$ cat src/hw/rtl/ibc_pkg.sv
package ibc_pkg;

    typedef enum logic [1:0] {
        CMD_CLEAR  = 2'd0,
        CMD_APPEND = 2'd1,
        CMD_QUERY  = 2'd2,
        CMD_NOP    = 2'd3
    } cmd_t;

    localparam logic [1:0] ST_OK      = 2'd0;
    localparam logic [1:0] ST_CRIT    = 2'd1;
    localparam logic [1:0] ST_UNKNOWN = 2'd2;

    localparam int DIV_STEPS = 32;

    typedef struct packed {
        cmd_t               command;
        logic        [31:0] row_time;
        logic signed [31:0] row_lower;
        logic signed [31:0] row_upper;
        logic        [31:0] query_time;
        logic signed [31:0] sample;
        logic               sample_missing;
    } in_word_t;

    typedef struct packed {
        logic        [1:0]  status;
        logic               bounds_valid;
        logic signed [31:0] low_bound;
        logic signed [31:0] high_bound;
        logic               append_rejected;
    } out_word_t;

    typedef enum logic [3:0] {
        S_IDLE,
        S_EXEC,
        S_ADDR,
        S_CMP,
        S_RESOLVE,
        S_FETCH1,
        S_FETCH2,
        S_CALC,
        S_MUL,
        S_DIV_START,
        S_DIV_WAIT,
        S_CLASSIFY,
        S_DONE
    } state_t;

endpackage

$ cat src/hw/rtl/ibc_div.sv
// restoring divider, one quotient bit per cycle; needs dividend[63:32] < divisor
module ibc_div (
    input  logic        clk,
    input  logic        rst_n,
    input  logic        start,
    input  logic [63:0] dividend,
    input  logic [31:0] divisor,
    output logic        done,
    output logic [31:0] quotient
);

    logic [5:0]  cnt_reg;
    logic [5:0]  cnt_next;
    logic        done_reg;
    logic        done_next;
    logic [31:0] rem_reg;
    logic [31:0] rem_next;
    logic [31:0] quo_reg;
    logic [31:0] quo_next;
    logic [31:0] div_reg;
    logic [32:0] trial;
    logic        fits;

    assign trial = {rem_reg, quo_reg[31]};
    assign fits  = trial >= {1'b0, div_reg};

    always_comb
    begin
        cnt_next  = cnt_reg;
        rem_next  = rem_reg;
        quo_next  = quo_reg;
        done_next = 1'b0;
        if (start)
        begin
            cnt_next = 6'(ibc_pkg::DIV_STEPS);
            rem_next = dividend[63:32];
            quo_next = dividend[31:0];
        end
        else if (cnt_reg != 6'd0)
        begin
            cnt_next  = cnt_reg - 6'd1;
            rem_next  = fits ? 32'(trial - {1'b0, div_reg}) : trial[31:0];
            quo_next  = {quo_reg[30:0], fits};
            done_next = (cnt_reg == 6'd1);
        end
    end

    always_ff @(posedge clk or negedge rst_n)
    begin
        if (!rst_n)
        begin
            cnt_reg  <= 6'd0;
            done_reg <= 1'b0;
        end
        else
        begin
            cnt_reg  <= cnt_next;
            done_reg <= done_next;
        end
    end

    always_ff @(posedge clk)
    begin
        rem_reg <= rem_next;
        quo_reg <= quo_next;
        if (start)
        begin
            div_reg <= divisor;
        end
    end

    assign done     = done_reg;
    assign quotient = quo_reg;

endmodule

$ cat config.mk
export PLATFORM = sky130hd
export DESIGN_NAME = ibc_div
export DESIGN_NICKNAME = d
export VERILOG_FILES = /design/src/hw/rtl/ibc_pkg.sv /design/src/hw/rtl/ibc_div.sv
export SDC_FILE = /design/constraint.sdc
export NUM_CORES = 1
export LEC_CHECK = 0
export BUFFER_PORTS_ARGS = -buffer_cell sky130_fd_sc_hd__buf_2
export CORE_MARGIN = 2
export CORE_UTILIZATION = 30
export DETAILED_ROUTE_END_ITERATION = 6
export GPL_ROUTABILITY_DRIVEN = 0
export HOLD_SLACK_MARGIN = 0.08
export PLACE_DENSITY = 0.56
export SLEW_MARGIN = 40
export SYNTH_ARGS = -nofsm -noshare
export SYNTH_HDL_FRONTEND = slang
export SYNTH_SLANG_ARGS = --single-unit
$ cat constraint.sdc
create_clock -name clk -period 4.75 [get_ports clk]
set_clock_uncertainty 0.15 [all_clocks]
set_input_delay 0 -clock clk [delete_from_list [all_inputs] [get_ports clk]]
set_output_delay 0 -clock clk [all_outputs]
set_load 0.1 [all_outputs]
; Yosys cells after proc, flatten, opt, wreduce, memory -nomap -nowiden
; Index checks and enable logic that the tools add are counted.
; W data, S select, Z words.
[totals]
ff_bits = 103
latchBits = 0
ram_bits = 0
mem_bits_ro = 0
in_bits = 99
out_inout_bits = 33
word_cells = 20
memories = 0
[op_classes]
n_addsub = 2
n_mul = 0
n_div = 0
magnitude_cmp = 1
eq_ne = 1
shift = 0
n_mux = 9
bitwise_logic = 0
n_reduce_logical = 2
[ops]
columns = op, count
row1 = $mux W32, 5
row2 = $ge A33 B32 Y1, 1
row3 = $sub A32 B32 Y32, 1
row4 = $mux W6, 2
row5 = $eq A6 B1 Y1 const B, 1
row6 = $reduce_bool A6 Y1, 1
row7 = $sub A6 B1 Y6 const B, 1
row8 = $mux W1, 2
row9 = $reduce_bool A2 Y1, 1

; Logic depth before layout (Yosys ltp)
[logic_depth]
word_depth = 4
ltp_mapped = 13
depth_no_buf = 12

; Worst setup path before layout
; No wires, ideal clock.
[synth_path]
kind = reg2reg
start = register cnt_reg[0]
end = register quo_reg[0] (netlist: quotient[0]), enable pin
setup_ns = 0.852
arrival_time_ns = 2.487
required_time_ns = 3.748
path_slack_ns = 1.261
stages_incl_launch_ff = 5
path_buffers = 0
synth_period_minus_slack_ns = 3.489
path_cell_list = dfrtp_1 inv_1 ha_1 nor3b_1 nand3_1
[synth_via]
elab_chain_len = 2
[synth_rtl]
columns = item, line
row1 = "start, declared", ibc_div.sv:12  ; logic [5:0] cnt_reg;
row2 = "start signal, assigned", ibc_div.sv:57  ; cnt_reg <= cnt_next;
row3 = $reduce_bool A6 Y1, ibc_div.sv:39  ; else if (cnt_reg != 6'd0)
row4 = $reduce_bool A2 Y1 (no source line), -
row5 = "end signal, assigned", ibc_div.sv:65  ; quo_reg <= quo_next;
row6 = "end, declared", ibc_div.sv:18  ; logic [31:0] quo_reg;
; No other way between the ends.
; A chain may end at the register's enable or synchronous reset.

; Worst setup path after layout
[layout_path]
start = register rem_reg[18]
end = register rem_reg[27] (data pin)
[layout_via]
elab_chain_len = 4
word_cells_on_any_way = 5
cone_classes = add/sub: 1 / order compare: 1 / mux: 3
[layout_rtl]
columns = item, line
row1 = "start, declared", ibc_div.sv:16  ; logic [31:0] rem_reg;
row2 = "start signal, assigned", ibc_div.sv:64  ; rem_reg <= rem_next;
row3 = $sub A32 B32 Y32 / $ge A33 B32 Y1 (equally long branches), "ibc_div.sv:42, ibc_div.sv:25"
row4 = $mux W32 (*), ibc_div.sv:42  ; rem_next = fits ? 32'(trial - {1'b0, div_reg}) : trial[31:0];
row5 = $mux W32 (*), ibc_div.sv:39
row6 = $mux W32 (*), ibc_div.sv:33  ; if (start)
row7 = named net rem_next[27], ibc_div.sv:17  ; logic [31:0] rem_next;
; Mark *: on every way through the listed nets, which the timed path passes. The rest lies on a longest branch. The select of a mux whose other input is x is not followed.

==> out/results.md <==
| Step | Parameter | Value |
|---|---|---|
| synth | Yosys warnings | 0 |
| detailed routing | Via count of the routed design | 5214 |
| worst setup path | Endpoint class of the critical path | flop |
| timing | Total count of hold-check failures in the final report | 0 |
| synth | Dominant cell type by area after synthesis | edfxtp_1 |
| synth | Proportion of netlist area held by the largest area contributor | 0.461 |
| synth | Average size of a mapped cell | 11.0 um^2 |
| cells and area | Share of final-layout standard cells stronger than drive strength 1 | 0.249 |
| clock network | Root buffer cell | clkbuf_16 |
| min path | Worst min path class | input pin to flop |
| detailed routing | Wire length reported by the detailed router | 16.4 mm |
| synth | Synth Area in Adders | 0.0732 |
| clock network | H-Tree Level Count | 3 |
| worst setup path | Crit path kind | flop to flop |
| synth | Number of storage elements in the synthesis netlist | 103 |
| clock network | TritonCTS sink count | 103 |
| cells and area | Layout area overhead | 35.7% |
| power | Leakage | 0.00368 uW |
| global routing | Global route total overflow | 0 |
| worst setup path | Worst EP required | 4760 ps |
| clock network | Cells resized by post-CTS repair | 0 |
| timing | Transition at the pin with the smallest max-transition slack | 746 ps |
| global routing | GRT Overall Usage | 0.152 |
| timing | Maximum achievable frequency | 0.273 GHz |
| timing | Minimum period implied by the final worst setup slack | 3660 ps |
| cells and area | Final layout net count | 930 |
| placed design | Buffers added on ports | 131 |
| synth | Synth Net Count | 704 |
| cells and area | Final Core Density | 0.417 |
| floorplanning | Die height | 148 um |
| timing | Number of max-slew violations in the final report | 0 |
| detailed routing | Routed length per placed instance | 15.3 um |
| floorplanning | Die width | 148 um |
| timing | Setup repair after global routing missed its margin | false |
| cells and area | Antenna fix cells | 0 |
| outcome | Run status | finished clean |
| floorplanning | Placement row count | 52 |
| power | Power per unit of standard cell area | 584 nW/um^2 |
| placed design | Half-perimeter wire length after placement | 11.6 mm |
| worst setup path | Chain of cells forming the critical path | ha_1 > nand2_1 > o21ai_0 > a221o_1 > a21oi_1 > a211oi_2 > or2_2 > buf_4 > and4_1 > nor4_1 |
| floorplanning | Std-Cell Core Area | 20400 um^2 |
| synth | Multiplexer share of the synthesized area | 0.0898 |
| job | MaxCap Viol Count | 0 |
| detailed routing | Initial detailed-routing violation count | 299 |
| synth | Sequential share of the synthesized area | 0.489 |
| synth | Mapped Area | 6260 um^2 |
| clock network | Clock Pin Slew Worst Setup and Hold Paths | 80 ps |
| detailed routing | Vias per cell | 4.87 |
| timing | Final cycle utilization of the critical path | 0.770 |
| detailed routing | DR top layer | met4 |
| power | Post-layout total power | 4960 uW |
| synth | Cell with the most instances after synthesis | edfxtp_1 |
| synth | Most frequent cells after synthesis | edfxtp_1 (96), a21oi_1 (54), inv_1 (42) |
| clock network | Skew-Pair Late Insertion Delay | 360 ps |
| synth | Post-synth top flop | edfxtp_1 |
| synth | Cell count after synthesis | 569 |
| timing | Accumulated negative setup slack | 0 ps |
| global routing | Vias in the first global route | 5438 |
| detailed routing | WL met2 | 7.61 mm |
| synth | Async S/R FF share, synth | 0.0680 |
| worst setup path | Largest stage delay on the critical path | 500 ps |
| clock network | CTS tree | yes |
| detailed routing | First-pass detailed-route iteration total | 5 |
| worst setup path | Data arrival, critical path | 3670 ps |
| power | Max IR drop VDD | 0.327 mV |
| clock network | Post-CTS setup repair buffer count | 0 |
| synth | Compound-cell area share of the yosys netlist | 0.150 |
| floorplanning | I/O pin cnt | 132 |
| synth | Largest family of logic cells by synthesized area | compound AO/OA/AOI/OAI gates |
| floorplanning | Total die area | 22000 um^2 |
| worst setup path | Maximum fanout along the worst path | 16 |
| timing | Max transition margin | 0.503 |
| synth | EDFF count, synth | 96 |
| synth | Xor and xnor fraction of the mapped netlist area | 0.0336 |
| clock network | Quantity of hold-fixing buffers added after cts | 99 |
| detailed routing | Number of remaining DRC errors | 0 |
| detailed routing | Remaining antenna violation count after routing | 0 |
| synth | Area contributors post-synth | edfxtp_1 (46%), ha_1 (7.0%), mux2_2 (5.9%) |
| worst setup path | Critical Path Slowest Stage Cell | or2_2 |
| detailed routing | Total routed wire length on the met1 layer | 7.68 mm |
| clock network | TritonCTS Buffers | 9 |
| global routing | Wire length of the first global-routing pass | 26.6 mm |
| timing | Number of setup violations in the final report | 0 |
| global routing | Pin count of the biggest net entering global routing | 63 |
| worst setup path | Type of origin of the critical path | flop |
| detailed routing | Met3 routed wirelength | 893 um |
| global routing | Number of antenna violations at the first check in global routing | 0 |
| clock network | Deepest clock path buffer count | 2 |
| synth | Simple-gate share of the synthesized area | 0.119 |
| floorplanning | Initial core utilization | 0.307 |
| synth | Synth cell types | 64 |
per-layer routing:
metal | track usage | vias to the layer above
met5 | 0 | -
li1 | - | 2571
met3 | 0.0380 | 15
met1 | 0.199 | 2482
met4 | 0.0429 | 0
met2 | 0.250 | 146
critical path, delay by kind of cell (launching register included):
| family | cells | cell delay [ps] |
|---|---|---|
| AOI/OAI and AO/OA | 4 | 940 |
| adders and majority gates | 1 | 400 |
| buffers and inverters | 1 | 300 |
| DFF | 1 | 450 |
| and+or+nand+nor | 4 | 1220 |
placed cells by master, fill, tap and decap left out, drive strengths merged, types with 5 or more instances in the layout:
| cell | instances |
|---|---|
| ha | 35 |
| nor3b | 5 |
| a31oi | 5 |
| nand2 | 36 |
| dfrtp | 7 |
| a211oi | 5 |
| clkbuf | 10 |
| nor3 | 12 |
| a221o | 5 |
| buf | 137 |
| mux2i | 19 |
| a21o | 13 |
| o21bai | 5 |
| mux2 | 33 |
| inv | 46 |
| or3 | 8 |
| a21oi | 54 |
| dlygate4sd3 | 99 |
| nor2 | 41 |
| nand3 | 12 |
| xor2 | 12 |
| and3 | 10 |
| xnor2 | 12 |
| edfxtp | 96 |
| nor4 | 6 |
| o21ai | 25 |
worst paths after layout:
| check | from | cells past startpoint | end | slack (ps) |
|---|---|---|---|---|
| max reg2reg | rem_reg[18] | 10 | rem_reg[27] | 1090 |
| max | rem_reg[18] | 10 | rem_reg[27] | 1090 |
| min reg2reg | cnt_reg[5] | 2 | cnt_reg[5] | 390 |
| max in group asynchronous | rst_n | 3 | cnt_reg[2] | 3760 |
| min | divisor[2] | 2 | div_reg[2] | 200 |
| min in group asynchronous | rst_n | 3 | cnt_reg[0] | 440 |
metrics by stage:
step	setup WS (ps)	hold WS, ps	area (um^2)	cells
after floorplan	1260	-446	6260	569
after global placement	946	-302	7170	953
after detailed placement	1160	-303	7220	955
after CTS	1120	186	8490	1070
after global routing	911	195	8490	1070
final	1090	198	8490	1070
power breakdown:
part | total (uW) | switching [uW] | internal (uW) | leakage (uW)
Sequential | 1470 | 149 | 1320 | 0.00107
Clock | 731 | 365 | 366 | 0.000137
Combinational | 2760 | 1740 | 1010 | 0.00247
cell families after synthesis:
| family | count (synthesis) |
|---|---|
| AO/OA/AOI/OAI | 142 |
| XOR/XNOR | 24 |
| multiplexers | 52 |
| flip-flops | 103 |
| adder cells (fa/ha/maj) | 36 |
| AND/OR/NAND/NOR | 148 |
| buffers and inverters | 64 |
cell type report:
type / count / area [um^2]
Fill cell: 2000 / 11900
Sequential cell: 103 / 3060
Multi-Input combinational cell: 402 / 2920
Timing Repair Buffer: 236 / 1730
Tap cell: 270 / 338
Clock buffer: 10 / 229
Inverter: 43 / 161
Clock inverter: 6 / 52.6
(Power assumes the default switching activity.)
